===== src/rtl/hprs_pkg.sv =====
// ----------------------------------------------------------------------------
// hprs_pkg
// Shared constants and controller/datapath command and status types of the
// hazard pointer retire scan unit.
// ----------------------------------------------------------------------------
package hprs_pkg;

	localparam int HAZ_SLOTS = 16;
	localparam int RET_DEPTH = 32;
	localparam int PTR_W     = 48;

	localparam int SLOT_W = 4;
	localparam int THR_W  = 5;
	localparam int ACT_W  = 5;
	localparam int CFG_W  = 5;
	localparam int IDX_W  = $clog2(RET_DEPTH);
	localparam int CNT_W  = $clog2(RET_DEPTH + 1);
	localparam int RAM_AW = IDX_W + 1;

	localparam logic CFG_THRESHOLD = 1'b0;
	localparam logic CFG_ACTIVE    = 1'b1;

	localparam logic OP_SET    = 1'b0;
	localparam logic OP_RETIRE = 1'b1;

	localparam logic [THR_W-1:0] THR_RESET = THR_W'(16);
	localparam logic [ACT_W-1:0] ACT_RESET = ACT_W'(16);

	typedef struct packed {
		logic take;
		logic rd;
		logic keep;
		logic step;
		logic p2_init;
		logic emit_stat;
		logic stat_scanned;
		logic emit_freed;
		logic finish;
	} dp_cmd_t;

	typedef struct packed {
		logic is_retire;
		logic scan_need;
		logic idx_zero;
		logic prot;
		logic none_freed;
		logic out_free;
	} dp_sts_t;

endpackage


===== src/rtl/hazard_pointer_retire_scan_unit.sv =====
// ----------------------------------------------------------------------------
// hazard_pointer_retire_scan_unit
// Hazard pointer reclamation engine: set-slot and retire requests in, freed
// pointers and retire status out.
//
//   channel | handshake               | payload
//   --------+-------------------------+--------------------------------------
//   in      | in_valid / in_stall     | operation, slot, pointer
//   out     | out_valid / out_stall   | freed_pointer, freed_valid, scanned,
//           |                         | retained_count, last
//   cfg     | cfg_valid / cfg_ready   | cfg_index, cfg_data
//
// A set-slot request yields no result; a retire without scan yields a status.
// A scan that frees a pointer makes two passes over the buffered pointers,
// each a retire buffer RAM read and then an evaluate step per entry.
// A scan that frees nothing makes one pass, then returns the status.
// Reset empties the hazard table and the retire buffer count; no sweep.
// A stalled result register holds a scan with a result to load until it is taken.
// ----------------------------------------------------------------------------
module hazard_pointer_retire_scan_unit import hprs_pkg::*; (
	input  logic              clk,
	input  logic              arst_n,
	input  logic              in_valid,
	output logic              in_stall,
	input  logic              operation,
	input  logic [SLOT_W-1:0] slot,
	input  logic [PTR_W-1:0]  pointer,
	output logic              out_valid,
	input  logic              out_stall,
	output logic [PTR_W-1:0]  freed_pointer,
	output logic              freed_valid,
	output logic              scanned,
	output logic [CNT_W-1:0]  retained_count,
	output logic              last,
	input  logic              cfg_valid,
	output logic              cfg_ready,
	input  logic              cfg_index,
	input  logic [CFG_W-1:0]  cfg_data
);

	dp_cmd_t cmd;
	dp_sts_t sts;

	assign cfg_ready = 1'b1;

	hprs_ctrl u_ctrl (
		.clk      (clk),
		.arst_n   (arst_n),
		.in_valid (in_valid),
		.in_stall (in_stall),
		.sts      (sts),
		.cmd      (cmd)
	);

	hprs_dp u_dp (
		.clk            (clk),
		.arst_n         (arst_n),
		.cmd            (cmd),
		.sts            (sts),
		.operation      (operation),
		.slot           (slot),
		.pointer        (pointer),
		.cfg_wr         (cfg_valid && cfg_ready),
		.cfg_index      (cfg_index),
		.cfg_data       (cfg_data),
		.out_valid      (out_valid),
		.out_stall      (out_stall),
		.freed_pointer  (freed_pointer),
		.freed_valid    (freed_valid),
		.scanned        (scanned),
		.retained_count (retained_count),
		.last           (last)
	);

endmodule


===== src/rtl/hprs_ram.sv =====
// ----------------------------------------------------------------------------
// hprs_ram
// Generic single write port, single read port RAM with registered read data.
// ----------------------------------------------------------------------------
module hprs_ram #(
	parameter int WIDTH = 8,
	parameter int DEPTH = 16
) (
	input  logic                     clk,
	input  logic                     we,
	input  logic [$clog2(DEPTH)-1:0] waddr,
	input  logic [WIDTH-1:0]         wdata,
	input  logic                     re,
	input  logic [$clog2(DEPTH)-1:0] raddr,
	output logic [WIDTH-1:0]         rdata
);

	logic [WIDTH-1:0] mem_q [DEPTH];

	always_ff @(posedge clk) begin
		if (we) begin
			mem_q[waddr] <= wdata;
		end
		if (re) begin
			rdata <= mem_q[raddr];
		end
	end

endmodule


===== src/rtl/hprs_dp.sv =====
// ----------------------------------------------------------------------------
// hprs_dp
// Datapath: hazard table, double-banked retire buffer, scan counters,
// protection compare, configuration registers and result register.
// ----------------------------------------------------------------------------
module hprs_dp import hprs_pkg::*; (
	input  logic              clk,
	input  logic              arst_n,
	input  dp_cmd_t           cmd,
	output dp_sts_t           sts,
	input  logic              operation,
	input  logic [SLOT_W-1:0] slot,
	input  logic [PTR_W-1:0]  pointer,
	input  logic              cfg_wr,
	input  logic              cfg_index,
	input  logic [CFG_W-1:0]  cfg_data,
	output logic              out_valid,
	input  logic              out_stall,
	output logic [PTR_W-1:0]  freed_pointer,
	output logic              freed_valid,
	output logic              scanned,
	output logic [CNT_W-1:0]  retained_count,
	output logic              last
);

	logic [PTR_W-1:0]  haz_q [HAZ_SLOTS];
	logic [THR_W-1:0]  thr_q;
	logic [ACT_W-1:0]  act_q;
	logic [CNT_W-1:0]  count_q;
	logic [CNT_W-1:0]  kept_q;
	logic [CNT_W-1:0]  rem_q;
	logic [IDX_W-1:0]  idx_q;
	logic              bank_q;
	logic              out_valid_q;
	logic [PTR_W-1:0]  out_ptr_q;
	logic              out_fv_q;
	logic              out_sc_q;
	logic [CNT_W-1:0]  out_cnt_q;
	logic              out_last_q;

	logic [CNT_W-1:0]  count_next;
	logic              has_room;
	logic              ram_we;
	logic [RAM_AW-1:0] ram_waddr;
	logic [PTR_W-1:0]  ram_wdata;
	logic [PTR_W-1:0]  rdata;
	logic              prot;
	logic              load;

	assign has_room   = count_q < CNT_W'(RET_DEPTH);
	assign count_next = has_room ? count_q + CNT_W'(1) : count_q;

	always_comb begin
		prot = 1'b0;
		for (int j = 0; j < HAZ_SLOTS; j++) begin
			if (act_q > ACT_W'(j) && haz_q[j] != '0 && haz_q[j] == rdata) begin
				prot = 1'b1;
			end
		end
	end

	always_comb begin
		if (cmd.keep) begin
			ram_we    = 1'b1;
			ram_waddr = {~bank_q, kept_q[IDX_W-1:0]};
			ram_wdata = rdata;
		end else begin
			ram_we    = cmd.take && operation == OP_RETIRE && has_room;
			ram_waddr = {bank_q, count_q[IDX_W-1:0]};
			ram_wdata = pointer;
		end
	end

	hprs_ram #(
		.WIDTH (PTR_W),
		.DEPTH (2 * RET_DEPTH)
	) u_ram (
		.clk   (clk),
		.we    (ram_we),
		.waddr (ram_waddr),
		.wdata (ram_wdata),
		.re    (cmd.rd),
		.raddr ({bank_q, idx_q}),
		.rdata (rdata)
	);

	always_ff @(posedge clk or negedge arst_n) begin
		if (!arst_n) begin
			for (int j = 0; j < HAZ_SLOTS; j++) begin
				haz_q[j] <= '0;
			end
		end else if (cmd.take && operation == OP_SET) begin
			haz_q[slot] <= pointer;
		end
	end

	always_ff @(posedge clk or negedge arst_n) begin
		if (!arst_n) begin
			thr_q <= THR_RESET;
			act_q <= ACT_RESET;
		end else if (cfg_wr) begin
			unique case (cfg_index)
				CFG_THRESHOLD: thr_q <= THR_W'(cfg_data);
				CFG_ACTIVE:    act_q <= ACT_W'(cfg_data);
			endcase
		end
	end

	always_ff @(posedge clk or negedge arst_n) begin
		if (!arst_n) begin
			count_q <= '0;
			kept_q  <= '0;
			rem_q   <= '0;
			idx_q   <= '0;
			bank_q  <= 1'b0;
		end else begin
			priority if (cmd.take && operation == OP_RETIRE) begin
				count_q <= count_next;
				idx_q   <= IDX_W'(count_next - CNT_W'(1));
				kept_q  <= '0;
			end else if (cmd.p2_init) begin
				idx_q <= IDX_W'(count_q - CNT_W'(1));
				rem_q <= count_q - kept_q;
			end else if (cmd.finish) begin
				bank_q  <= ~bank_q;
				count_q <= kept_q;
			end else begin
				if (cmd.keep) begin
					kept_q <= kept_q + CNT_W'(1);
				end
				if (cmd.step) begin
					idx_q <= idx_q - IDX_W'(1);
				end
				if (cmd.emit_freed) begin
					rem_q <= rem_q - CNT_W'(1);
				end
			end
		end
	end

	assign load = cmd.emit_stat || cmd.emit_freed;

	always_ff @(posedge clk or negedge arst_n) begin
		if (!arst_n) begin
			out_valid_q <= 1'b0;
		end else if (load) begin
			out_valid_q <= 1'b1;
		end else if (!out_stall) begin
			out_valid_q <= 1'b0;
		end
	end

	always_ff @(posedge clk) begin
		if (cmd.emit_freed) begin
			out_ptr_q  <= rdata;
			out_fv_q   <= 1'b1;
			out_sc_q   <= 1'b1;
			out_cnt_q  <= kept_q;
			out_last_q <= rem_q == CNT_W'(1);
		end else if (cmd.emit_stat) begin
			out_ptr_q  <= '0;
			out_fv_q   <= 1'b0;
			out_sc_q   <= cmd.stat_scanned;
			out_cnt_q  <= cmd.stat_scanned ? kept_q : count_q;
			out_last_q <= 1'b1;
		end
	end

	assign sts.is_retire  = operation == OP_RETIRE;
	assign sts.scan_need  = count_next > CNT_W'(thr_q) || count_next >= CNT_W'(RET_DEPTH);
	assign sts.idx_zero   = idx_q == '0;
	assign sts.prot       = prot;
	assign sts.none_freed = kept_q == count_q;
	assign sts.out_free   = !out_valid_q || !out_stall;

	assign out_valid      = out_valid_q;
	assign freed_pointer  = out_ptr_q;
	assign freed_valid    = out_fv_q;
	assign scanned        = out_sc_q;
	assign retained_count = out_cnt_q;
	assign last           = out_last_q;

endmodule


===== src/rtl/hprs_ctrl.sv =====
// ----------------------------------------------------------------------------
// hprs_ctrl
// Controller: takes requests and sequences the two scan passes over the
// retire buffer, one entry per read state and evaluate state pair.
// ----------------------------------------------------------------------------
module hprs_ctrl import hprs_pkg::*; (
	input  logic    clk,
	input  logic    arst_n,
	input  logic    in_valid,
	output logic    in_stall,
	input  dp_sts_t sts,
	output dp_cmd_t cmd
);

	localparam logic [2:0] ST_IDLE  = 3'd0;
	localparam logic [2:0] ST_STAT  = 3'd1;
	localparam logic [2:0] ST_RD1   = 3'd2;
	localparam logic [2:0] ST_EV1   = 3'd3;
	localparam logic [2:0] ST_END1  = 3'd4;
	localparam logic [2:0] ST_STATS = 3'd5;
	localparam logic [2:0] ST_RD2   = 3'd6;
	localparam logic [2:0] ST_EV2   = 3'd7;

	logic [2:0] state_q;
	logic [2:0] state_d;

	assign in_stall = state_q != ST_IDLE;

	always_comb begin
		state_d = state_q;
		cmd     = '0;
		unique case (state_q)
			ST_IDLE: begin
				if (in_valid) begin
					cmd.take = 1'b1;
					if (sts.is_retire) begin
						state_d = sts.scan_need ? ST_RD1 : ST_STAT;
					end
				end
			end
			ST_STAT: begin
				if (sts.out_free) begin
					cmd.emit_stat = 1'b1;
					state_d       = ST_IDLE;
				end
			end
			ST_RD1: begin
				cmd.rd  = 1'b1;
				state_d = ST_EV1;
			end
			ST_EV1: begin
				cmd.keep = sts.prot;
				if (sts.idx_zero) begin
					state_d = ST_END1;
				end else begin
					cmd.step = 1'b1;
					state_d  = ST_RD1;
				end
			end
			ST_END1: begin
				if (sts.none_freed) begin
					state_d = ST_STATS;
				end else begin
					cmd.p2_init = 1'b1;
					state_d     = ST_RD2;
				end
			end
			ST_STATS: begin
				if (sts.out_free) begin
					cmd.emit_stat    = 1'b1;
					cmd.stat_scanned = 1'b1;
					cmd.finish       = 1'b1;
					state_d          = ST_IDLE;
				end
			end
			ST_RD2: begin
				cmd.rd  = 1'b1;
				state_d = ST_EV2;
			end
			ST_EV2: begin
				if (sts.prot || sts.out_free) begin
					cmd.emit_freed = !sts.prot;
					if (sts.idx_zero) begin
						cmd.finish = 1'b1;
						state_d    = ST_IDLE;
					end else begin
						cmd.step = 1'b1;
						state_d  = ST_RD2;
					end
				end
			end
		endcase
	end

	always_ff @(posedge clk or negedge arst_n) begin
		if (!arst_n) begin
			state_q <= ST_IDLE;
		end else begin
			state_q <= state_d;
		end
	end

endmodule


===== config.mk =====
export PLATFORM = sky130hd
export DESIGN_NAME = hazard_pointer_retire_scan_unit
export DESIGN_NICKNAME = d
export VERILOG_FILES = /design/src/rtl/hprs_pkg.sv /design/src/rtl/hazard_pointer_retire_scan_unit.sv /design/src/rtl/hprs_ram.sv /design/src/rtl/hprs_dp.sv /design/src/rtl/hprs_ctrl.sv
export SDC_FILE = /design/constraint.sdc
export NUM_CORES = 2
export LEC_CHECK = 0
export BUFFER_PORTS_ARGS = -buffer_cell sky130_fd_sc_hd__buf_2
export CORE_MARGIN = 2
export CORE_UTILIZATION = 55
export DETAILED_ROUTE_END_ITERATION = 8
export PLACE_DENSITY_LB_ADDON = 0.15
export SLEW_MARGIN = 15
export SYNTH_ARGS = -nofsm -noshare
export SYNTH_HDL_FRONTEND = slang
export SYNTH_SLANG_ARGS = --single-unit

===== constraint.sdc =====
create_clock -name clk -period 12.5 [get_ports clk]
set_input_delay 2.5 -clock clk [delete_from_list [all_inputs] [get_ports clk]]
set_output_delay 2.5 -clock clk [all_outputs]
set_load 0.1 [all_outputs]

### Word level (Yosys, flattened, before mapping)

Memories as Yosys holds them, arrays and structs flattened. A register that Yosys moved wholly into a read port is not among the register bits.
Index checks and enable logic that the tools add are counted.

| word-level totals | value |
|---|---|
| register bits | 863 |
| memory bits (writable) | 3072 |
| input bits | 64 |
| output and inout bits | 60 |
| logic and storage cells | 250 |
| memories | 1 |

| operators by class | value |
|---|---|
| add/sub/neg operators | 7 |
| magnitude comparators | 21 |
| eq/ne operators | 34 |
| multiplexer cells | 74 |
| bitwise gates (word level) | 6 |
| reduce and logical (&&, ||, !) cells | 77 |

Memory list:

| memory | words | bits a word | read ports | clocked after memory_dff | write ports | RTL line | source |
|---|---|---|---|---|---|---|---|
| u_dp.u_ram.mem_q | 64 | 48 | 1 | 1 | 1 | hprs_ram.sv:18 | `logic [WIDTH-1:0] mem_q [DEPTH];` |

Operator list:

| operator | number |
|---|---|
| bitwise mux 768 bit | 1 |
| == test 48 bit | 16 |
| nonzero test 48 bit | 16 |
| demux 48 bit (select 4 bit) | 1 |
| 2-to-1 mux 48 bit | 4 |
| 2-to-1 mux 6 bit | 15 |
| greater-than comparator 5 x 4 -> 1 bit (second input constant) | 8 |
| logical AND 1 bit | 36 |
| 2-to-1 mux 1 bit | 35 |
| one-hot mux 3 bit (7 select lines) | 1 |
| greater-than comparator 5 x 3 -> 1 bit (second input constant) | 4 |
| 2-to-1 mux 5 bit | 4 |
| 2-to-1 mux 3 bit | 6 |
| subtractor 5 x 1 -> 5 bit (second input constant) | 3 |
| adder 6 x 1 -> 6 bit (second input constant) | 2 |
| == test 3 bit (second input constant) | 4 |
| inequality test 2 x 1 -> 1 bit (second input constant) | 6 |
| greater-than comparator 5 x 1 -> 1 bit (second input constant) | 2 |
| greater-than comparator 5 x 2 -> 1 bit (second input constant) | 2 |
| AND reduction 3 bit | 3 |
| 2-to-1 mux 2 bit | 4 |
| AND reduction 2 bit | 4 |
| nonzero test 2 bit | 4 |
| == test 3 x 2 -> 1 bit (second input constant) | 2 |
| 22 further kinds | 36 |

### Logic depth before layout (Yosys ltp)

| depth | value |
|---|---|
| depth in word-level cells | 26 |
| mapped depth | 14 |
| mapped depth without buffers | 12 |

### Cells and area by module

A second synthesis with hierarchy kept.

| second synthesis, totals | value |
|---|---|
| cell total of the unflattened synthesis | 8563 |
| area, all modules | 162414.5 um^2 |

By module, submodules not included:

| module | instances | cells each | area each (um^2) | sequential area each (um^2) |
|---|---|---|---|---|
| hprs_ram | 1 | 4970 | 117597.8 | 93689.9 |
| hprs_dp | 1 | 3552 | 44506.4 | 21788.4 |
| hprs_ctrl | 1 | 39 | 299.0 | 75.1 |
| hazard_pointer_retire_scan_unit | 1 | 2 | 11.3 | 0.0 |

### Worst setup path before layout

No wires, ideal clock.

| path | value |
|---|---|
| kind | input to register |
| from | in in_valid |
| to | mem u_dp.u_ram.mem_q[38][0] in the netlist's numbering (enable) |
| arrival time | 7.209 ns |
| path slack | 4.771 ns |
| stages on the path | 7 |
| path through | nand2_1 > nor2_1 > clkbuf_1 > nand3_1 > nor3_1 > a41oi_1 > o21ai_0 |

| on the way | value |
|---|---|
| word-level cells in the longest chain between the ends | 7 |

RTL lines:

| element | RTL line | source |
|---|---|---|
| start: declaration | hazard_pointer_retire_scan_unit.sv:23 | `input logic in_valid,` |
| 2-to-1 mux 1 bit | hprs_ctrl.sv:34 | `if (in_valid) begin` |
| 2-to-1 mux 1 bit | hprs_ctrl.sv:32 | `unique case (state_q)` |
| logical AND 1 bit (2 in series) | hprs_dp.sv:68 | `ram_we = cmd.take && operation == OP_RETIRE && has_room;` |
| 2-to-1 mux 1 bit | hprs_dp.sv:63 | `if (cmd.keep) begin` |
| 2-to-1 mux 1 bit | hprs_ram.sv:21 | `if (we) begin` |
| 2-to-1 mux 1 bit (not written as such) | hprs_ram.sv:22 | `mem_q[waddr] <= wdata;` |
| end: declaration | hprs_ram.sv:18 |  |

Every way passes these cells.

### Worst setup path after layout

| path | value |
|---|---|
| from | reg u_dp.u_ram.rdata[28] (read register of u_dp.u_ram.mem_q) |
| to | mem u_dp.u_ram.mem_q[11][16] in the netlist's numbering (enable) |

| on the way | value |
|---|---|
| word-level cells in the longest chain between the ends | 22 |

RTL lines:

| element | RTL line | source |
|---|---|---|
| start: declaration | hprs_ram.sv:15 | `output logic [WIDTH-1:0] rdata` |
| == test 48 bit | hprs_dp.sv:56 | `if (act_q > ACT_W'(j) && haz_q[j] != '0 && haz_q[j] == rdata) begin` |
| logical AND 1 bit | hprs_dp.sv:56 |  |
| 2-to-1 mux 1 bit (15 in series) | hprs_dp.sv:56 |  |
| 2-to-1 mux 1 bit (*) | hprs_dp.sv:56 |  |
| 2-to-1 mux 1 bit (*) | hprs_ctrl.sv:32 |  |
| 2-to-1 mux 1 bit | hprs_dp.sv:63 |  |
| 2-to-1 mux 1 bit | hprs_ram.sv:21 |  |
| 2-to-1 mux 1 bit (not written as such) | hprs_ram.sv:22 |  |

Every way passes the cells marked *; elsewhere a longest branch is shown, timed or not.

==> metrics <==
clock-pin slew on the worst setup and hold paths 60 ps; Die Width roughly 550 um; # H-tree levels 5; CTS Buf Count approximately 400; Register-to-Register Path Depth 13; Mapped Cells around 8400; PD cells roughly 220 nW/um^2; Nets a little under 9000; syn_nets 8524; Fin. Hold Viols 0; clock power share between 20% and 30%; Vias/cell between 6 and 7; total congestion overflow 0; Worst R2R Start u_dp.u_ram.rdata[28]; layout cell share with drive strength beyond 1 between 30% and 40%; Final setup viols 0; Post-Route Skew approximately 76 ps; # IOs around 120; CTS sink cnt about 4000; Post-synth top cells 3175 x edfxtp_1, 1008 x mux4_2, 804 x dfrtp_1; CP Data Arrival Time 8180 ps; Psw about 14 mW; Slew HR approximately a fifth; area leader, netlist edfxtp_1; post-synthesis sequential area ratio a little over two thirds; Logic pwr share approximately 33%; Area after DPL between 150000 and 200000 um^2; RSZ-0062 raised after global routing no; Clock Latency Late Sink 990 ps; Layout area overhead 12.4%; actual slew at the worst max-slew pin roughly 1200 ps; ys flop type edfxtp_1; largest net degree at the start of global routing around 160; vias in the first global route ~89000; hold-fix buffers at CTS 0; DR iter-0 viols 13859; Hold Crit Endpoint u_dp.freed_valid; number of synthesized flops with an enable pin about 3200; Post-Layout Inst Area 185000 um^2; setup TNS after final layout 0 ps; routed length per placed instance slightly above 40 um; die footprint between 300000 and 400000 um^2; clock buffer depth 4; fin crit period around 7600 ps; crit-path max FO 30; Core Region between 200000 and 300000 um^2; YS warnings 0; Final Cycle Share 60.9%; WL final 530000 um; Mapped Area ~160000 um^2; sequential share of power 37.2%; gpl congestion approximately 0.97; PostCTS Resize Cnt 0; Hold Crit Depth 1; TritonCTS clock tree done; vias between 90000 and 100k; drt pass-1 iters 5; total track usage 35.1%; R2R Setup Slk ~5000 ps; Sw Share around a third; Avg Inst Size Synth 19.5 um^2; Final Worst Setup Slack 4890 ps; CP Capture Type register; first-pass GRT wire length between 700000 and 800000 um; Final Core Density 62.2%; min-delay src u_dp.freed_valid; count leader, synth edfxtp_1; Peak VDD IR roughly 280 uV; Synth area leaders edfxtp_1 58%, mux4_2 14%, dfrtp_1 12%; HP Class reg -> reg; Starting Density a little under three fifths; FFs w/ async S/R, synth about a fifth; Max Cap Viol 0; Residual DRC 0; FP Rows 200; Req. time, crit path around 13000 ps; Root Driver clkbuf_16; P_int around 26 mW; Placement Setup Slack between 5000 and 6000 ps; dpl cells around 12000; crit path launch u_dp.u_ram.rdata[28]; Yosys cell types 74; antenna-violating nets left 0; # Post-CTS Setup Buffers 0; Detail Placement HPWL 314000 um; Die Span Y around 550 um; final max-slew violation count 0; Leak 65.2 nW; FF-to-FF End u_dp.u_ram.mem_q[11][16]; initial antenna violation count between 70 and 80; status completed; port buffer count between 100 and 150; register bit count reported by yosys about 4000; layout filler cell count around 21000; Yosys top cell area share between 50% and 60%; fmax between 100 and 150 MHz; CP Launch Type register; Setup CP Type reg -> reg; Non-Filler Instances between 10000 and 15000
layout by cell type (no fill, tap or decap), types with 17 or more instances in the layout:
cell / n
a21oi_1: 27
and2_1: 51
buf_2: 121
buf_4: 313
bufinv_16: 29
clkbuf_1: 97
clkbuf_16: 408
clkbuf_8: 21
clkinv_1: 68
clkinv_2: 79
dfrtp_1: 799
diode_2: 55
edfxtp_1: 3175
inv_1: 23
mux2_1: 22
mux2_2: 803
mux4_2: 1008
nand2_1: 88
nand2b_1: 32
nand3_1: 48
nand4_1: 164
nor2_1: 77
nor3_1: 63
nor4_1: 468
nor4b_1: 17
o21ai_0: 17
o22ai_4: 43
or4_1: 18
xnor2_1: 149
xor2_1: 628
layout make-up:
type	instances	area, um^2	share of cell area [%]
inverters	26	103	0.0555
clock inverters	220	2110	1.14
flip-flops and latches	3983	116000	62.5
well taps	3939	4930	2.67
clock buffers	526	10900	5.88
multi-input cells	3935	47800	25.9
diodes	55	138	0.0745
repair buffers	449	3260	1.76
worst max-delay path, stage by stage, from the launching register on:
cell and delay [ps]:
edfxtp_1 500, buf_4 610, xor2_1 210, nor4_1 370
nand4b_1 150, or4_1 580, nor4_2 730, nand4b_1 310
nor4_1 190, buf_4 220, or3_1 730, or4_1 930
o22ai_4 910, buf_4 670
per-stage QoR:
stage | hold WS, ps | total power, mW
after detailed placement | 473 | 28.6
final | 482 | 40.5
after floorplan | 480 | 23.4
after global placement | 454 | 28.6
after CTS | 488 | 40.4
after global routing | 523 | 41.4
sequential cells by signal (all words and copies together), names as in the netlist:
signal,cells
u_dp.kept_q,6
u_dp.act_q,5
u_dp.count_q,6
u_ctrl.state_q,3
u_dp.freed_valid,1
u_dp.thr_q,5
u_dp.freed_pointer,48
u_dp.retained_count,6
u_dp.out_valid,1
u_dp.haz_q,768
u_dp.u_ram.mem_q,3072
u_dp.last,1
u_dp.idx_q,5
u_dp.bank_q,1
u_dp.scanned,1
u_dp.rem_q,6
u_dp.u_ram.rdata,48
how the worst max path moves through the flow:
stage | to | slack [ps]
6_report | u_dp.u_ram.mem_q[11][16] | 4890
5_1_grt | u_dp.u_ram.mem_q[9][17] | 4930
4_1_cts | u_dp.u_ram.mem_q[9][17] | 5120
3_5_place_dp | u_dp.u_ram.mem_q[42][9] | 5150
3_3_place_gp | u_dp.u_ram.mem_q[9][6] | 4700
2_1_floorplan | u_dp.u_ram.mem_q[38][0] | 4770
layer usage:
metal	vias up	wire length [um]	track usage [%]
li1	35238	-	-
met1	49104	207000	50.6
met2	5827	243000	52.7
met3	1136	54900	7.15
met4	26	25500	14.9
met5	-	159	0
power by group through the flow:
| stage | sequential, mW | combinational [mW] | clock [mW] |
|---|---|---|---|
| floorplan | 15.8 | 7.60 | 0 |
| global placement | 15.3 | 13.3 | 0 |
| detailed placement | 15.3 | 13.3 | 0 |
| CTS | 15.1 | 13.3 | 12.0 |
| global route | 15.1 | 13.8 | 12.5 |
| finish | 15.1 | 13.5 | 11.9 |
cell families after synthesis:
| family | count (synthesis) | share of synthesized area [%] |
|---|---|---|
| AO/OA/AOI/OAI | 171 | 0.675 |
| XOR/XNOR | 777 | 4.14 |
| adder cells (fa/ha/maj) | 16 | 0.126 |
| buffers and inverters | 526 | 1.26 |
| flip-flops | 3983 | 70.3 |
| multiplexers | 1843 | 19.5 |
| other | 1 | 0.00228 |
| AND/OR/NAND/NOR | 1127 | 4.03 |
(Power assumes the default switching activity.)
